### config.mk
export PLATFORM = sky130hd
export DESIGN_NAME = bbe_mean
export DESIGN_NICKNAME = d
export VERILOG_FILES = /design/src/sv/bbe_pkg.sv /design/src/sv/bbe_mean.sv
export SDC_FILE = /design/constraint.sdc
export NUM_CORES = 1
export LEC_CHECK = 0
export ABC_AREA = 1
export BUFFER_PORTS_ARGS = -buffer_cell sky130_fd_sc_hd__buf_2
export CORE_UTILIZATION = 65
export CTS_BUF_LIST = sky130_fd_sc_hd__clkbuf_4 sky130_fd_sc_hd__clkbuf_8
export DETAILED_ROUTE_END_ITERATION = 7
export PLACE_DENSITY = 0.84
export SLEW_MARGIN = 20
export SYNTH_ARGS = -nofsm -noshare
export SYNTH_HDL_FRONTEND = slang
export SYNTH_SLANG_ARGS = --single-unit
export TNS_END_PERCENT = 10
### constraint.sdc
create_clock -name clk -period 7.6 [get_ports clk]
set_clock_uncertainty 0.1 [all_clocks]
set_input_delay 1.14 -clock clk [delete_from_list [all_inputs] [get_ports clk]]
set_output_delay 1.14 -clock clk [all_outputs]
set_load 0.05 [all_outputs]
### src/sv/bbe_pkg.sv
// Shared types, register codes and the rounding divider of the 3x3 box blur.
package bbe_pkg;

	// Configuration port
	localparam int CFG_IW = 2;
	localparam int CFG_DW = 13;

	// Fixed field widths
	localparam int ROW_W = 12;
	localparam int COL_W = 11;
	localparam int CH_W  = 8;
	localparam int SUM_W = 12;

	// Reciprocals for the divide by 12 and by 18 (2n for n = 6 and 9)
	localparam logic [15:0] RECIP_6     = 16'd5462;
	localparam logic [15:0] RECIP_9     = 16'd3641;
	localparam int          RECIP_SHIFT = 16;

	typedef enum logic [CFG_IW-1:0] {
		REG_FRAME_WIDTH  = 2'd0,
		REG_FRAME_HEIGHT = 2'd1
	} reg_idx_t;

	typedef struct packed {
		logic [CH_W-1:0] red;
		logic [CH_W-1:0] green;
		logic [CH_W-1:0] blue;
	} pix_t;

	// Position of a pixel and the frame flags derived from it
	typedef struct packed {
		logic [ROW_W-1:0] row;
		logic [COL_W-1:0] col;
		logic             row_ge1;
		logic             row_ge2;
		logic             col_ge1;
		logic             col_ge2;
		logic             last_row;
		logic             last_col;
	} pos_t;

	// Neighborhood size
	typedef enum logic [1:0] {
		CNT_4,
		CNT_6,
		CNT_9
	} cnt_t;

	// One result before the final divide
	typedef struct packed {
		logic [ROW_W-1:0] row;
		logic [COL_W-1:0] col;
		logic [SUM_W-1:0] sum_red;
		logic [SUM_W-1:0] sum_green;
		logic [SUM_W-1:0] sum_blue;
		cnt_t             cnt;
		logic             last;
	} res_t;

	// (2*sum + n) / (2*n), rounded half up mean
	function automatic logic [CH_W-1:0] mean_div(logic [SUM_W-1:0] sum, cnt_t cnt);
		logic [SUM_W:0]   num;
		logic [28:0]      prod;
		logic [CH_W-1:0]  q;
		num  = '0;
		prod = '0;
		q    = '0;
		case (cnt)
			CNT_4: begin
				num = {sum, 1'b0} + 13'd4;
				q   = num[10:3];
			end
			CNT_6: begin
				num  = {sum, 1'b0} + 13'd6;
				prod = 29'(num) * 29'(RECIP_6);
				q    = prod[RECIP_SHIFT+CH_W-1:RECIP_SHIFT];
			end
			CNT_9: begin
				num  = {sum, 1'b0} + 13'd9;
				prod = 29'(num) * 29'(RECIP_9);
				q    = prod[RECIP_SHIFT+CH_W-1:RECIP_SHIFT];
			end
			default: q = '0;
		endcase
		return q;
	endfunction

endpackage

### src/sv/bbe_mean.sv
// Final divide and output register with stall.
module bbe_mean (
	input  logic                       clk,
	input  logic                       arst_n,
	input  logic                       s2_valid,
	input  bbe_pkg::res_t              res_s2,
	output logic                       mean_ready,
	output logic                       out_valid,
	input  logic                       out_stall,
	output logic [bbe_pkg::ROW_W-1:0]  out_row,
	output logic [bbe_pkg::COL_W-1:0]  out_col,
	output logic [bbe_pkg::CH_W-1:0]   out_red,
	output logic [bbe_pkg::CH_W-1:0]   out_green,
	output logic [bbe_pkg::CH_W-1:0]   out_blue,
	output logic                       last_of_run
);
	import bbe_pkg::*;

	logic out_valid_q;

	// Output register loads when empty or when its transfer completes
	assign mean_ready = !out_valid_q || !out_stall;

	always_ff @(posedge clk or negedge arst_n) begin
		if (!arst_n) begin
			out_valid_q <= 1'b0;
		end else if (mean_ready) begin
			out_valid_q <= s2_valid;
		end
	end

	always_ff @(posedge clk) begin
		if (mean_ready && s2_valid) begin
			out_row     <= res_s2.row;
			out_col     <= res_s2.col;
			out_red     <= mean_div(res_s2.sum_red, res_s2.cnt);
			out_green   <= mean_div(res_s2.sum_green, res_s2.cnt);
			out_blue    <= mean_div(res_s2.sum_blue, res_s2.cnt);
			last_of_run <= res_s2.last;
		end
	end

	assign out_valid = out_valid_q;

endmodule
# --- After elaboration in Yosys (flattened, before gate mapping) ---
# Cells that the tools add are included.
word_totals:
  ff_bits: 49
  latchBits: 0
  ramBits: 0
  romBits: 0
  input_bits: 66
  wordCells: 32
  memories: 0
op_classes:
  addsub: 9
  mul: 6
  div: 0
  n_lt_le_gt_ge: 0
  eq_ne: 2
  n_shift: 0
  n_mux: 3
  bitwise: 0
  reduce_logical: 5
op_table:
  columns: ["op", "count"]
  rows:
  - ["$mul 13x12->24 const B", 3]
  - ["$pmux 8 s3", 3]
  - ["$mul 13x12->23 const B", 3]
  - ["$add 13x3->13 const B", 3]
  - ["$add 13x4->13 const B", 3]
  - ["$add 11x3->11 const B", 3]
  - ["$eq 2x1->1 const B", 1]
  - ["$eq 2x2->1 const B", 1]
  - ["$logic_not 1->1", 2]
  - ["$logic_not 2->1", 1]
  - ["$logic_and 1x1->1", 1]
  - ["$logic_or 1x1->1", 1]

# --- Longest topological paths before layout ---
logic_depth:
  word_depth: 3
  mapped_depth: 29
  ltp_nobuf: 29

# --- Worst setup path before layout ---
# No wires, ideal clock.
synth_path:
  path_type: "input port to flip-flop"
  start: "in res_s2[4] (netlist name)"
  end: "reg out_blue[7] (netlist name), data pin"
  setup_time_ps: 259
  arrival_time_ps: 5622
  t_required_ps: 7241
  path_slack_ps: 1618
  stages: 23
  n_path_buf: 0
  cell_sequence: "inv_1 > ha_1 > a21oi_1 > xor2_1 > inv_1 > ha_1 > inv_1 > fa_1 > fa_1 > inv_1 > fa_1 > inv_1 > fa_1 > inv_1 > ha_1 > a21oi_1 > o21ai_0 > nand2_1 > nand2_1 > nor2_1 > nand3_1 > nand3_1 > nand3_1"
synth_between:
  elab_chain_len: 3
synth_rtl:
  columns: ["element", "line", "rtl"]
  rows:
  - ["start, declared", "bbe_mean.sv:6", "input bbe_pkg::res_t res_s2,"]
  - ["$add 13x4->13 or $add 13x3->13 (tied branches)", "bbe_pkg.sv:79, bbe_pkg.sv:74", null]
  - ["$mul 13x12->24 or $mul 13x12->23 (tied branches)", "bbe_pkg.sv:80, bbe_pkg.sv:75", null]
  - ["$pmux 8 s3 *", "bbe_pkg.sv:68", "case (cnt)"]
  - ["end signal, assigned", "bbe_mean.sv:38", "out_blue <= mean_div(res_s2.sum_blue, res_s2.cnt);"]
  - ["end, declared", "bbe_mean.sv:14", "output logic [bbe_pkg::CH_W-1:0] out_blue,"]
# Every way passes the cells marked *; elsewhere a longest branch is shown, timed or not.
# A chain may end at the register's enable or synchronous reset.

# --- Worst setup path after layout ---
layout_path:
  start: "in res_s2[8] (netlist name)"
  end: "reg out_blue[4] (netlist name), data pin"
# Same word-level chain as after synthesis.

==> impl_metrics.xml <==
<?xml version="1.0" encoding="UTF-8"?>
<metrics>
  <group name="yosys">
    <metric name="postSynthCellCount" unit="">2504</metric>
    <metric name="xor_xnor_share_of_the_synthesized_area" unit="%">5.596</metric>
    <metric name="yosysTopAreaCellShare" unit="%">28.66</metric>
    <metric name="synth_top_area_cell" unit="">ha_1</metric>
    <metric name="synth_seq_area_share" unit="%">7.600</metric>
    <metric name="yosys_warnings" unit="">0</metric>
    <metric name="synth_area_leaders" unit="">ha_1 (29%), fa_1 (20%), inv_1 (12%)</metric>
    <metric name="synth-adder-area-share" unit="%">48.16</metric>
    <metric name="dominantRegCellSynth" unit="">edfxtp_1</metric>
    <metric name="synthesis.nets" unit="">3200</metric>
    <metric name="synth_edf_count" unit="">48</metric>
    <metric name="synth_top_family_by_area" unit="">adder cells</metric>
    <metric name="synthesis.area" unit="µm²">19300</metric>
    <metric name="synth.avg_cell_area" unit="µm²">7.706</metric>
    <metric name="synth_seq_cells" unit="">49</metric>
    <metric name="synth_compound_gate_area_share" unit="%">7.100</metric>
    <metric name="synthMuxAreaShare" unit="%">0</metric>
    <metric name="async_flop_share" unit="%">2.041</metric>
    <metric name="synth_simple_gate_area_share" unit="%">19.21</metric>
    <metric name="netlist_cell_types" unit="">44</metric>
  </group>
  <group name="run_status">
    <metric name="outcome" unit="">finished clean</metric>
  </group>
  <group name="global_route">
    <metric name="global_route_wire_length_before_repair" unit="µm">83390</metric>
    <metric name="grt_start_max_net_pins" unit="">41</metric>
    <metric name="grt_use_total" unit="%">34.19</metric>
    <metric name="grt-ovfl-total" unit="">0</metric>
    <metric name="antenna_found_initial" unit="">3</metric>
    <metric name="first_global_vias" unit="">16846</metric>
  </group>
  <group name="drt">
    <metric name="drt_pass1_iterations" unit="">7</metric>
    <metric name="totalWireLength" unit="µm">49770</metric>
    <metric name="vias_per_cell" unit="">5.565</metric>
    <metric name="avgRoutedWirePerCell" unit="µm">16.55</metric>
    <metric name="detail_route.drc_violations" unit="">0</metric>
    <metric name="drt_iter0_drc" unit="">1221</metric>
    <metric name="ant_nets" unit="">0</metric>
    <metric name="vias" unit="">16735</metric>
  </group>
  <group name="timing">
    <metric name="setup_repair_after_global_routing_missed_its_margin" unit="">false</metric>
    <metric name="setup_viol" unit="">0</metric>
    <metric name="slew_viol_final" unit="">0</metric>
    <metric name="worst_slew_margin_rel" unit="%">27.40</metric>
    <metric name="min_period_over_period" unit="%">86.61</metric>
    <metric name="finalWorstPathRequiredPeriod" unit="ns">6.583</metric>
    <metric name="final.setup.tns" unit="ns">0</metric>
    <metric name="max_freq" unit="MHz">151.9</metric>
    <metric name="worst_slew_pin_slew" unit="ns">1.088</metric>
    <metric name="fin_worst_setup_slack" unit="ns">1.017</metric>
    <metric name="hold_viol_final" unit="">0</metric>
  </group>
  <group name="clock_tree">
    <metric name="cts_root_buf" unit="">clkbuf_8</metric>
    <metric name="clock_tree.buffer_depth" unit="">2</metric>
    <metric name="worstSkewPairLatency" unit="ns">0.34</metric>
    <metric name="path_clk_slew" unit="ns">0.11</metric>
    <metric name="cts.sinks" unit="">49</metric>
    <metric name="hold_buffers" unit="">0</metric>
    <metric name="cts_setup_buffers" unit="">0</metric>
    <metric name="cts_repair_resizes" unit="">0</metric>
    <metric name="tritoncts" unit="">yes</metric>
    <metric name="htree_num_levels" unit="">2</metric>
    <metric name="cts-buffers-inserted" unit="">5</metric>
  </group>
  <group name="cells_and_area">
    <metric name="final.fill_count" unit="">2389</metric>
    <metric name="finish.net_count" unit="">3317</metric>
    <metric name="layout.cell_area.non_filler" unit="µm²">20480</metric>
    <metric name="syn_to_final_growth" unit="%">6.141</metric>
    <metric name="drive_above_1_share" unit="%">6.522</metric>
  </group>
  <group name="floorplanning">
    <metric name="io_pins" unit="">116</metric>
    <metric name="fp-row-count" unit="">62</metric>
    <metric name="dieHeight" unit="µm">174.3</metric>
    <metric name="fp.coreArea" unit="µm²">28940</metric>
    <metric name="chipWidth" unit="µm">174.3</metric>
    <metric name="design.die.area" unit="µm²">30380</metric>
    <metric name="floorplan.initialDensity" unit="%">66.69</metric>
  </group>
  <group name="setup_path">
    <metric name="timing.critical_path.buf_inv" unit="">6</metric>
    <metric name="crit_chain" unit="">buf_2, nand2_1, nor3_1, nand2_1, xor2_1, inv_1, ha_1, ha_1, inv_1, fa_1, inv_1, fa_1, inv_1, fa_1, inv_1, ha_1, nand2_1, o21ai_0, a21oi_1, nand2_1, nand2_1, nand3_1, nand3_1</metric>
    <metric name="crit_family" unit="">adder cells</metric>
    <metric name="start_kind" unit="">input port</metric>
    <metric name="critPathMaxFanout" unit="">9</metric>
    <metric name="r2r_slack" unit="ns">5.71</metric>
    <metric name="crit_required" unit="ns">7.58</metric>
    <metric name="worst_path_largest_cell_delay" unit="ns">0.59</metric>
    <metric name="end_kind" unit="">register</metric>
    <metric name="arrival_time_reported_for_the_critical_path_endpoint" unit="ns">6.57</metric>
    <metric name="crit_type" unit="">in2reg</metric>
    <metric name="cpMaxStageDelayCell" unit="">nor3_1</metric>
  </group>
  <group name="place">
    <metric name="gp_congestion" unit="">1.008</metric>
    <metric name="detailedPlace.worstSlack" unit="ns">0.8100</metric>
    <metric name="total_cell_area_at_the_placement_stage" unit="µm²">20360</metric>
    <metric name="dp_hpwl" unit="µm">44380</metric>
    <metric name="place.port_buffers" unit="">115</metric>
  </group>
  <group name="hold_path">
    <metric name="timing.hold.worst.class" unit="">in2async</metric>
  </group>
  <group name="job">
    <metric name="drv.max_cap_violation_count" unit="">0</metric>
  </group>
</metrics>
## per-layer routing
metal,track usage [%],vias to the layer above,wire [µm]
li1,-,8165,-
met1,47.04,7901,22220
met2,56.56,590,23100
met3,4.156,75,3253
met4,9.503,4,1175
met5,0,-,26
## layout by cell type, fill, tap and decap left out, types with 65 or more instances in the layout
cell and n:
o21ai_0 65, fa_1 188, xor2_1 66, nand3_1 146, nor2_1 158, ha_1 442, nand2_1 417, buf_2 115
a21oi_1 101, inv_1 617
## worst paths after layout
check,depth (start not counted),startpoint,end
min in group clk,2,out_valid,out_valid
worst max-delay path,23,res_s2[8],out_blue[4]
worst min register to register,2,out_valid,out_valid
worst max register to register,2,out_valid,out_col[2]
worst min-delay path,1,arst_n,out_valid
max in group asynchronous,1,arst_n,out_valid
## cells in the mapped netlist (30+ instances only)
cell,number
fa_1,188
nor3_1,30
a21oi_1,102
ha_1,442
nand2_1,417
xnor2_1,38
nand3_1,146
edfxtp_1,48
a21o_1,34
xor2_1,66
o21ai_0,65
inv_1,617
nor2_1,160
## logic make-up (layout without fill, tap and decap cells)
family,count (synthesis),in the layout
xor gates and xnor gates,113,113
and+or+nand+nor,841,841
adders and majority gates,630,630
other,0,1
AOI/OAI and AO/OA,239,239
DFF,49,49
buffers and inverters,632,750
## stage by stage
step                hold WS (ns)  std cells  utilization, %
floorplan                 0.7444       2504               -
global placement          0.4482       2998           70.37
detailed placement        0.4816       2998           70.37
CTS                       0.4308       3006           70.76
global route              0.4350       3007           70.78
finish                    0.4453       3007           70.78
## layout make-up
class                           count  area, µm²  share of cell area (%)
Clock inverter                      3      43.79                  0.2138
Timing Repair Buffer              119      605.6                   2.957
Clock buffer                        5      68.82                  0.3360
Antenna cell                        1      2.502                 0.01222
Tap cell                          384      480.5                   2.346
Sequential cell                    49       1466                   7.160
Inverter                          623       2342                   11.44
Multi-Input combinational cell   1823      15470                   75.54
## state kept, by name, indices dropped and copies added (netlist names)
| register | count |
|---|---|
| out_blue | 8 |
| out_red | 8 |
| out_row | 12 |
| out_valid | 1 |
| out_col | 11 |
| out_green | 8 |
| last_of_run | 1 |
Power is left out: the tool's default activity adds up to more than one toggle a clock period on the data nets, which glitch-free logic cannot reach.
