--- src/sv/bbe_pkg.sv ---
// Shared types, register codes and the rounding divider of the 3x3 box blur.
package bbe_pkg;

	// Configuration port
	localparam int CFG_IW = 2;
	localparam int CFG_DW = 13;

	// Fixed field widths
	localparam int ROW_W = 12;
	localparam int COL_W = 11;
	localparam int CH_W  = 8;
	localparam int SUM_W = 12;

	// Reciprocals for the divide by 12 and by 18 (2n for n = 6 and 9)
	localparam logic [15:0] RECIP_6     = 16'd5462;
	localparam logic [15:0] RECIP_9     = 16'd3641;
	localparam int          RECIP_SHIFT = 16;

	typedef enum logic [CFG_IW-1:0] {
		REG_FRAME_WIDTH  = 2'd0,
		REG_FRAME_HEIGHT = 2'd1
	} reg_idx_t;

	typedef struct packed {
		logic [CH_W-1:0] red;
		logic [CH_W-1:0] green;
		logic [CH_W-1:0] blue;
	} pix_t;

	// Position of a pixel and the frame flags derived from it
	typedef struct packed {
		logic [ROW_W-1:0] row;
		logic [COL_W-1:0] col;
		logic             row_ge1;
		logic             row_ge2;
		logic             col_ge1;
		logic             col_ge2;
		logic             last_row;
		logic             last_col;
	} pos_t;

	// Neighborhood size
	typedef enum logic [1:0] {
		CNT_4,
		CNT_6,
		CNT_9
	} cnt_t;

	// One result before the final divide
	typedef struct packed {
		logic [ROW_W-1:0] row;
		logic [COL_W-1:0] col;
		logic [SUM_W-1:0] sum_red;
		logic [SUM_W-1:0] sum_green;
		logic [SUM_W-1:0] sum_blue;
		cnt_t             cnt;
		logic             last;
	} res_t;

	// (2*sum + n) / (2*n), rounded half up mean
	function automatic logic [CH_W-1:0] mean_div(logic [SUM_W-1:0] sum, cnt_t cnt);
		logic [SUM_W:0]   num;
		logic [28:0]      prod;
		logic [CH_W-1:0]  q;
		num  = '0;
		prod = '0;
		q    = '0;
		case (cnt)
			CNT_4: begin
				num = {sum, 1'b0} + 13'd4;
				q   = num[10:3];
			end
			CNT_6: begin
				num  = {sum, 1'b0} + 13'd6;
				prod = 29'(num) * 29'(RECIP_6);
				q    = prod[RECIP_SHIFT+CH_W-1:RECIP_SHIFT];
			end
			CNT_9: begin
				num  = {sum, 1'b0} + 13'd9;
				prod = 29'(num) * 29'(RECIP_9);
				q    = prod[RECIP_SHIFT+CH_W-1:RECIP_SHIFT];
			end
			default: q = '0;
		endcase
		return q;
	endfunction

endpackage

--- src/sv/bbe_emit.sv ---
// Column window, result sequencer and neighborhood sums (stage 1 to stage 2).
module bbe_emit (
	input  logic          clk,
	input  logic          arst_n,
	input  logic          s1_valid,
	input  bbe_pkg::pos_t pos_s1,
	input  bbe_pkg::pix_t cur_s1,
	input  bbe_pkg::pix_t above_s1,
	input  bbe_pkg::pix_t two_above_s1,
	input  logic          mean_ready,
	output logic          s1_adv,
	output logic          s2_valid,
	output bbe_pkg::res_t res_s2
);
	import bbe_pkg::*;

	pix_t       col0_q [3];
	pix_t       col1_q [3];
	pix_t       win [3][3];
	logic [1:0] seq_q;
	logic [1:0] seq_nxt;
	logic       seq_last;
	logic       has_res;
	logic       load_s2;
	logic       emit_now;
	logic [2:0] cm;
	logic [2:0] rm;
	res_t       res;
	logic       s2_valid_q;

	// Window grid: index 0 is column c-2, 1 is c-1, 2 is c; rows likewise
	always_comb begin
		for (int j = 0; j < 3; j++) begin
			win[0][j] = col0_q[j];
			win[1][j] = col1_q[j];
		end
		win[2][0] = two_above_s1;
		win[2][1] = above_s1;
		win[2][2] = cur_s1;
	end

	// Result order: inner, right edge, bottom edge, corner
	function automatic logic allowed(logic [1:0] t, logic lc, logic lr);
		return (!t[0] || lc) && (!t[1] || lr);
	endfunction

	always_comb begin
		seq_nxt  = seq_q;
		seq_last = 1'b1;
		for (int k = 3; k >= 1; k--) begin
			if (seq_q < 2'(k) && allowed(2'(k), pos_s1.last_col, pos_s1.last_row)) begin
				seq_nxt  = 2'(k);
				seq_last = 1'b0;
			end
		end
	end

	assign has_res  = pos_s1.row_ge1 && pos_s1.col_ge1;
	assign load_s2  = !s2_valid_q || mean_ready;
	assign emit_now = s1_valid && has_res && load_s2;
	assign s1_adv   = s1_valid && (!has_res || (load_s2 && seq_last));

	// Sums over the in-frame members of the selected neighborhood
	always_comb begin
		cm = {2'b11, !seq_q[0] && pos_s1.col_ge2};
		rm = {2'b11, !seq_q[1] && pos_s1.row_ge2};
		res.row       = seq_q[1] ? pos_s1.row : pos_s1.row - 1'b1;
		res.col       = seq_q[0] ? pos_s1.col : pos_s1.col - 1'b1;
		res.sum_red   = '0;
		res.sum_green = '0;
		res.sum_blue  = '0;
		for (int i = 0; i < 3; i++) begin
			for (int j = 0; j < 3; j++) begin
				if (cm[i] && rm[j]) begin
					res.sum_red   = res.sum_red + SUM_W'(win[i][j].red);
					res.sum_green = res.sum_green + SUM_W'(win[i][j].green);
					res.sum_blue  = res.sum_blue + SUM_W'(win[i][j].blue);
				end
			end
		end
		if (cm[0] && rm[0]) begin
			res.cnt = CNT_9;
		end else if (cm[0] || rm[0]) begin
			res.cnt = CNT_6;
		end else begin
			res.cnt = CNT_4;
		end
		res.last = seq_last;
	end

	// Sequencer and stage 2 valid
	always_ff @(posedge clk or negedge arst_n) begin
		if (!arst_n) begin
			seq_q      <= '0;
			s2_valid_q <= 1'b0;
		end else begin
			if (emit_now) begin
				seq_q <= seq_last ? 2'd0 : seq_nxt;
			end
			if (emit_now) begin
				s2_valid_q <= 1'b1;
			end else if (mean_ready) begin
				s2_valid_q <= 1'b0;
			end
		end
	end

	// Stage 2 payload
	always_ff @(posedge clk) begin
		if (emit_now) begin
			res_s2 <= res;
		end
	end

	// Window shifts by one column when the pixel leaves stage 1
	always_ff @(posedge clk or negedge arst_n) begin
		if (!arst_n) begin
			for (int j = 0; j < 3; j++) begin
				col0_q[j] <= '0;
				col1_q[j] <= '0;
			end
		end else if (s1_adv) begin
			for (int j = 0; j < 3; j++) begin
				col0_q[j] <= col1_q[j];
				col1_q[j] <= win[2][j];
			end
		end
	end

	assign s2_valid = s2_valid_q;

endmodule

--- config.mk ---
export PLATFORM = sky130hd
export DESIGN_NAME = bbe_emit
export DESIGN_NICKNAME = d
export VERILOG_FILES = /design/src/sv/bbe_pkg.sv /design/src/sv/bbe_emit.sv
export SDC_FILE = /design/constraint.sdc
export NUM_CORES = 1
export LEC_CHECK = 0
export BUFFER_PORTS_ARGS = -buffer_cell sky130_fd_sc_hd__buf_2
export CORE_MARGIN = 3
export CORE_UTILIZATION = 45
export CTS_CLUSTER_DIAMETER = 50
export DETAILED_ROUTE_END_ITERATION = 8
export GPL_TIMING_DRIVEN = 1
export PLACE_DENSITY_LB_ADDON = 0.05
export RECOVER_POWER = 25
export SYNTH_ARGS = -nofsm -noshare
export SYNTH_HDL_FRONTEND = slang
export SYNTH_SLANG_ARGS = --single-unit
export TNS_END_PERCENT = 30
--- constraint.sdc ---
create_clock -name clk -period 15.3 [get_ports clk]
set_input_delay 3.06 -clock clk [delete_from_list [all_inputs] [get_ports clk]]
set_output_delay 3.06 -clock clk [all_outputs]
set_load 0.05 [all_outputs]
Word level (Yosys, flattened, before mapping). Index checks and enable logic that the tools add are counted. W data, S select, Z words.

Output and inout bits: 64. Register bits after elaboration: 209. Logic and storage cells: 95. Input port bits: 105.

Muxes and demuxes: 17. $add $sub $neg: 26. Reductions and logical operators: 22. Magnitude comparators: 3.

Operators with widths (count): $add A12 B8 Y12 (24); $mux W36 (4); $mux W32 (1); $logic_and A1 B1 Y1 (12); $mux W12 (1); $sub A12 B1 Y12 const B (1); $mux W11 (1); $sub A11 B1 Y11 const B (1); $mux W2 (4); $mux W1 (6); $logic_not A1 Y1 (4); $lt A2 B2 Y1 const B (2); $reduce_bool A4 Y1 (1); $logic_or A1 B1 Y1 (3); $lt A2 B1 Y1 const B (1); $reduce_and A2 Y1 (1); $reduce_bool A2 Y1 (1).

Longest topological paths before layout.
Depth after elaboration: 16. Gate-level depth with buffers: 46. Gate-level depth less buffers: 42.

Least setup slack after synthesis. No wires, ideal clock.

Path kind: input port to flip-flop. Start: input pos_s1[4] (netlist name). End: register res_s2[26] (netlist name), data pin. Arrival: 10.983 ns. Data required time: 15.037 ns. Path buffers: 2. Setup slack: 4.053 ns. Setup time: 0.263 ns. Stages: 42. Path through: nor2b_1 > nand2_4 > inv_2 > clkbuf_1 > clkbuf_1 > and2_1 > ha_1 > inv_1 > fa_1 > nor2b_1 > nor2_1 > maj3_1 > xor2_1 > nor2_1 > ha_1 > o21ai_0 > nor3b_1 > ha_1 > [6 not listed] > and3_1 > a221o_1 > nor2_1 > xnor2_1 > ha_1 > a21o_1 > nor3_1 > o21ai_0 > nand3_1 > nand2_1 > o21ai_0 > fa_1 > ha_1 > a21o_1 > a21oi_1 > nor2_2 > o311ai_2 > xnor2_1.

RTL lines: start: declaration (line bbe_emit.sv:6) `input bbe_pkg::pos_t pos_s1,`; end signal: assignment (line bbe_emit.sv:111) `res_s2 <= res;`; end: declaration (line bbe_emit.sv:13) `output bbe_pkg::res_t res_s2`.

==> reports/qor.log <==
qor: outcome.result_of_the_run complete, but fails checks
qor: outcome.violations capacitance limit, slew limit
qor: global_route.globalRoute.totalOverflow 0
qor: route.vias_per_cell 5.21
qor: min_path.timing.hold.worst.class flop to flop
qor: critical_path.max_stage_delay 0.75 ns
qor: global_route.grt_max_degree 113
qor: clocking.clock_pin_slew_reported_for_the_worst_setup_and_hold_paths_after_clock_tree_synthesis 0.05 ns
qor: yosys.synth_flop_cell dfrtp_1
qor: critical_path.r2r_end res_s2[26]$_DFFE_PP_
qor: pwr.leakage 0.00928 uW
qor: yosys.share_of_synthesized_area_occupied_by_flip_flops_and_latches 0.334
qor: route.firstDrtPassIters 5
qor: yosys.unique_masters_post_synth 80
qor: critical_path.most_frequent_cell_on_the_critical_path ha_1
qor: global_route.global_route_wire_length_before_repair 67.6 mm
qor: yosys.synth.net_count 2,229
qor: layout.num_antenna_cells 0
qor: critical_path.reg2regPathDepth 41
qor: die.io-pin-count 169
qor: yosys.netlist_area 16,600 um2
qor: layout.n_fill_cell 3,365
qor: yosys.synthesis.instances 1,909
qor: clocking.cts_made_buffers 37
qor: die.core_area 35,900 um2
qor: yosys.synthArstFlopShare 0.703
qor: layout.post_route_cells_drive_above_1_share 0.125
qor: min_path.holdPathEnd col0_q[58]$_DFFE_PN0P_
qor: clocking.cts_hold_buffers 0
qor: route.postRouteAntennaNets 0
qor: critical_path.worst-setup-path-type input pin to flop
qor: timing.finClkSkew 0.0127 ns
qor: critical_path.slowest_stage inv_1
qor: clocking.postCtsSetupBuffers 0
qor: layout.finalNetCount 2,385
qor: timing.rsz0062_at_grt no
qor: pwr.peak_supply_drop 210 uV
qor: timing.finalHoldViolations 0
qor: critical_path.ff_to_ff_start seq_q[1]$_DFFE_PN0P_
qor: job.maxCapViolCount 2
qor: pwr.p_per_area 220 nW/um2
qor: critical_path.cp_data_required_time 15.57 ns
qor: clocking.clock_sinks 209
qor: timing.worstMarginPinSlew 4.86 ns
qor: timing.fin_hold_ws 0.462 ns
qor: critical_path.critical_path_arrival 12.42 ns
qor: die.initial_util 0.462
qor: critical_path.critPathCaptureType flop
qor: global_route.antenna_violations_before_repair 0
qor: die.die_y 198 um
qor: placed_design.io_buffer_count 168
qor: placed_design.routabilityCongestion 0.825
qor: yosys.postSynthAreaPerCell 8.69 um2
qor: layout.flow.area_growth_from_synthesis 15.2%
qor: yosys.synth_enable_flop_cells 62
qor: global_route.grt_util_all_layers 0.212
qor: yosys.yosysWarningCount 0
qor: clocking.cts_resized 0
qor: route.drc 0
qor: clocking.cts_tree yes
qor: timing.setup-tns-final 0 ns
qor: global_route.via_count_of_the_first_global_routing_pass 13,600
qor: placed_design.dp_hpwl 29.6 mm
qor: min_path.timing.hold.worst.start col0_q[58]$_DFFE_PN0P_
qor: critical_path.start_kind input pin
qor: die.chipWidth 198 um
qor: clocking.cts-htree-levels 2
qor: critical_path.timing.reg2reg.setup_slack 5.31 ns
qor: route.avgRoutedWirePerCell 15.9 um
qor: timing.period_share 0.794
qor: timing.timing.slew.headroom -2.24
qor: route.via_count 13,300
qor: route.wl 40.8 mm
qor: die.die-area 39,200 um2
qor: clocking.clk-insertion-delay-late 0.53 ns
qor: timing.setup_viol 0
qor: yosys.yosys_register_bits 209
qor: clocking.cts_root_buf clkbuf_16
qor: clocking.maximum_root_to_sink_buffer_count 3
qor: timing.achievable-frequency 82.3 MHz
qor: timing.finalWorstPathRequiredPeriod 12.15 ns
qor: timing.timing.final.max_slew_violations 133
qor: critical_path.critical_path.max_fanout 33
qor: min_path.hold_path_depth 2
qor: die.cell_rows 69
qor: route.drt-initial-drc-count 562
## per-layer routing
layer | global-route usage | vias up | routed length (um)
met5 | 0 | - | 0
met2 | 0.373 | 241 | 19700
li1 | - | 6746 | -
met1 | 0.276 | 6262 | 18700
met4 | 0.0561 | 0 | 793
met3 | 0.0288 | 54 | 1560
## Yosys cell counts, drive strengths merged (12+ instances only)
| master | number | share of area |
|---|---|---|
| a211oi | 20 | 0.0094 |
| a21o | 31 | 0.014 |
| a21oi | 92 | 0.028 |
| and2 | 33 | 0.012 |
| clkbuf | 51 | 0.012 |
| dfrtp | 147 | 0.22 |
| edfxtp | 62 | 0.11 |
| fa | 66 | 0.080 |
| ha | 149 | 0.11 |
| inv | 217 | 0.049 |
| nand2 | 342 | 0.078 |
| nand2b | 16 | 0.0065 |
| nand3 | 32 | 0.0097 |
| nor2 | 119 | 0.027 |
| nor2b | 32 | 0.012 |
| nor3 | 41 | 0.013 |
| o211ai | 12 | 0.0054 |
| o21a | 13 | 0.0059 |
| o21ai | 142 | 0.043 |
| o21bai | 15 | 0.0068 |
| xnor2 | 81 | 0.043 |
| xor2 | 49 | 0.026 |
## worst max path at each step
stage	from	to	depth (start not counted)
2_1_floorplan	pos_s1[4]	res_s2[26]$_DFFE_PP_	42
3_3_place_gp	pos_s1[4]	res_s2[38]$_DFFE_PP_	41
3_5_place_dp	pos_s1[4]	res_s2[38]$_DFFE_PP_	41
4_1_cts	pos_s1[4]	res_s2[38]$_DFFE_PP_	41
5_1_grt	pos_s1[4]	res_s2[26]$_DFFE_PP_	42
6_report	pos_s1[4]	res_s2[26]$_DFFE_PP_	42
## worst max-delay path, delay by kind of cell
family                     cells  cell delay [ns]
AOI/OAI and AO/OA             10             1.84
xor gates and xnor gates       4             0.55
adders and majority gates     10             3.63
buffers and inverters          4             1.29
and+or+nand+nor               14             2.04
## state kept, by name, indices dropped and copies added, names as in the netlist
register,flops
col1_q,72
col0_q,72
res_s2,62
seq_q,2
s2_valid,1
## layout make-up
| type | instances | area, um2 | share of cell area |
|---|---|---|---|
| repair buffers | 177 | 885 | 0.0463 |
| clock buffers | 47 | 1060 | 0.0552 |
| inverters | 217 | 815 | 0.0426 |
| clock inverters | 21 | 245 | 0.0128 |
| flip-flops and latches | 209 | 5540 | 0.290 |
| well taps | 461 | 577 | 0.0302 |
| multi-input cells | 1423 | 10000 | 0.523 |
## cells by family (layout without fill, tap and decap cells)
logic type / Yosys count / after routing / synth area share
XOR/XNOR: 131 / 131 / 0.0704
AO/OA/AOI/OAI: 396 / 396 / 0.150
AND/OR/NAND/NOR: 664 / 664 / 0.179
adder cells (fa/ha/maj): 220 / 220 / 0.195
multiplexers: 12 / 12 / 0.00754
flip-flops: 209 / 209 / 0.334
buffers and inverters: 277 / 462 / 0.0640
## layout by cell type, fill, tap and decap left out, types with 5 or more instances in the layout
cell and n:
o21ai_0 139, nor3_1 40, clkbuf_8 5, mux2i_1 8, o21a_1 13, xor2_1 49, or3_1 9, and3_1 7
o21bai_1 15, nand2_1 340, inv_1 216, a31oi_1 9, a211oi_1 19, nor2b_1 30, buf_4 8, and2_1 32
a21boi_0 6, nor4_1 5, ha_1 149, nand2b_1 14, dfrtp_1 147, a21o_1 31, o211ai_1 12, nand3_1 32
clkbuf_1 20, buf_2 152, a21oi_1 92, fa_1 66, or2_2 10, a211o_1 7, xnor2_1 80, clkbuf_16 39
inv_6 7, maj3_1 5, o2111ai_1 6, edfxtp_1 62, o41ai_1 5, nor2_1 118
## stage by stage
stage	utilization	setup WS (ns)	instance area [um2]	cells	power [uW]
6_report	0.532	3.15	19100	2555	4200
5_1_grt	0.532	2.30	19100	2555	4610
4_1_cts	0.533	3.59	19200	2555	4250
3_5_place_dp	0.497	3.07	17800	2487	3350
3_3_place_gp	0.497	3.22	17800	2487	3290
2_1_floorplan	-	4.05	16600	1909	2800
## power by group
group	leakage (uW)	switching, uW	internal [uW]
clock network	0.000632	307	561
registers	0.00239	59.4	764
logic	0.00626	1470	1040
total	0.00928	1830	2370
Power figures use the tool's default switching activity.
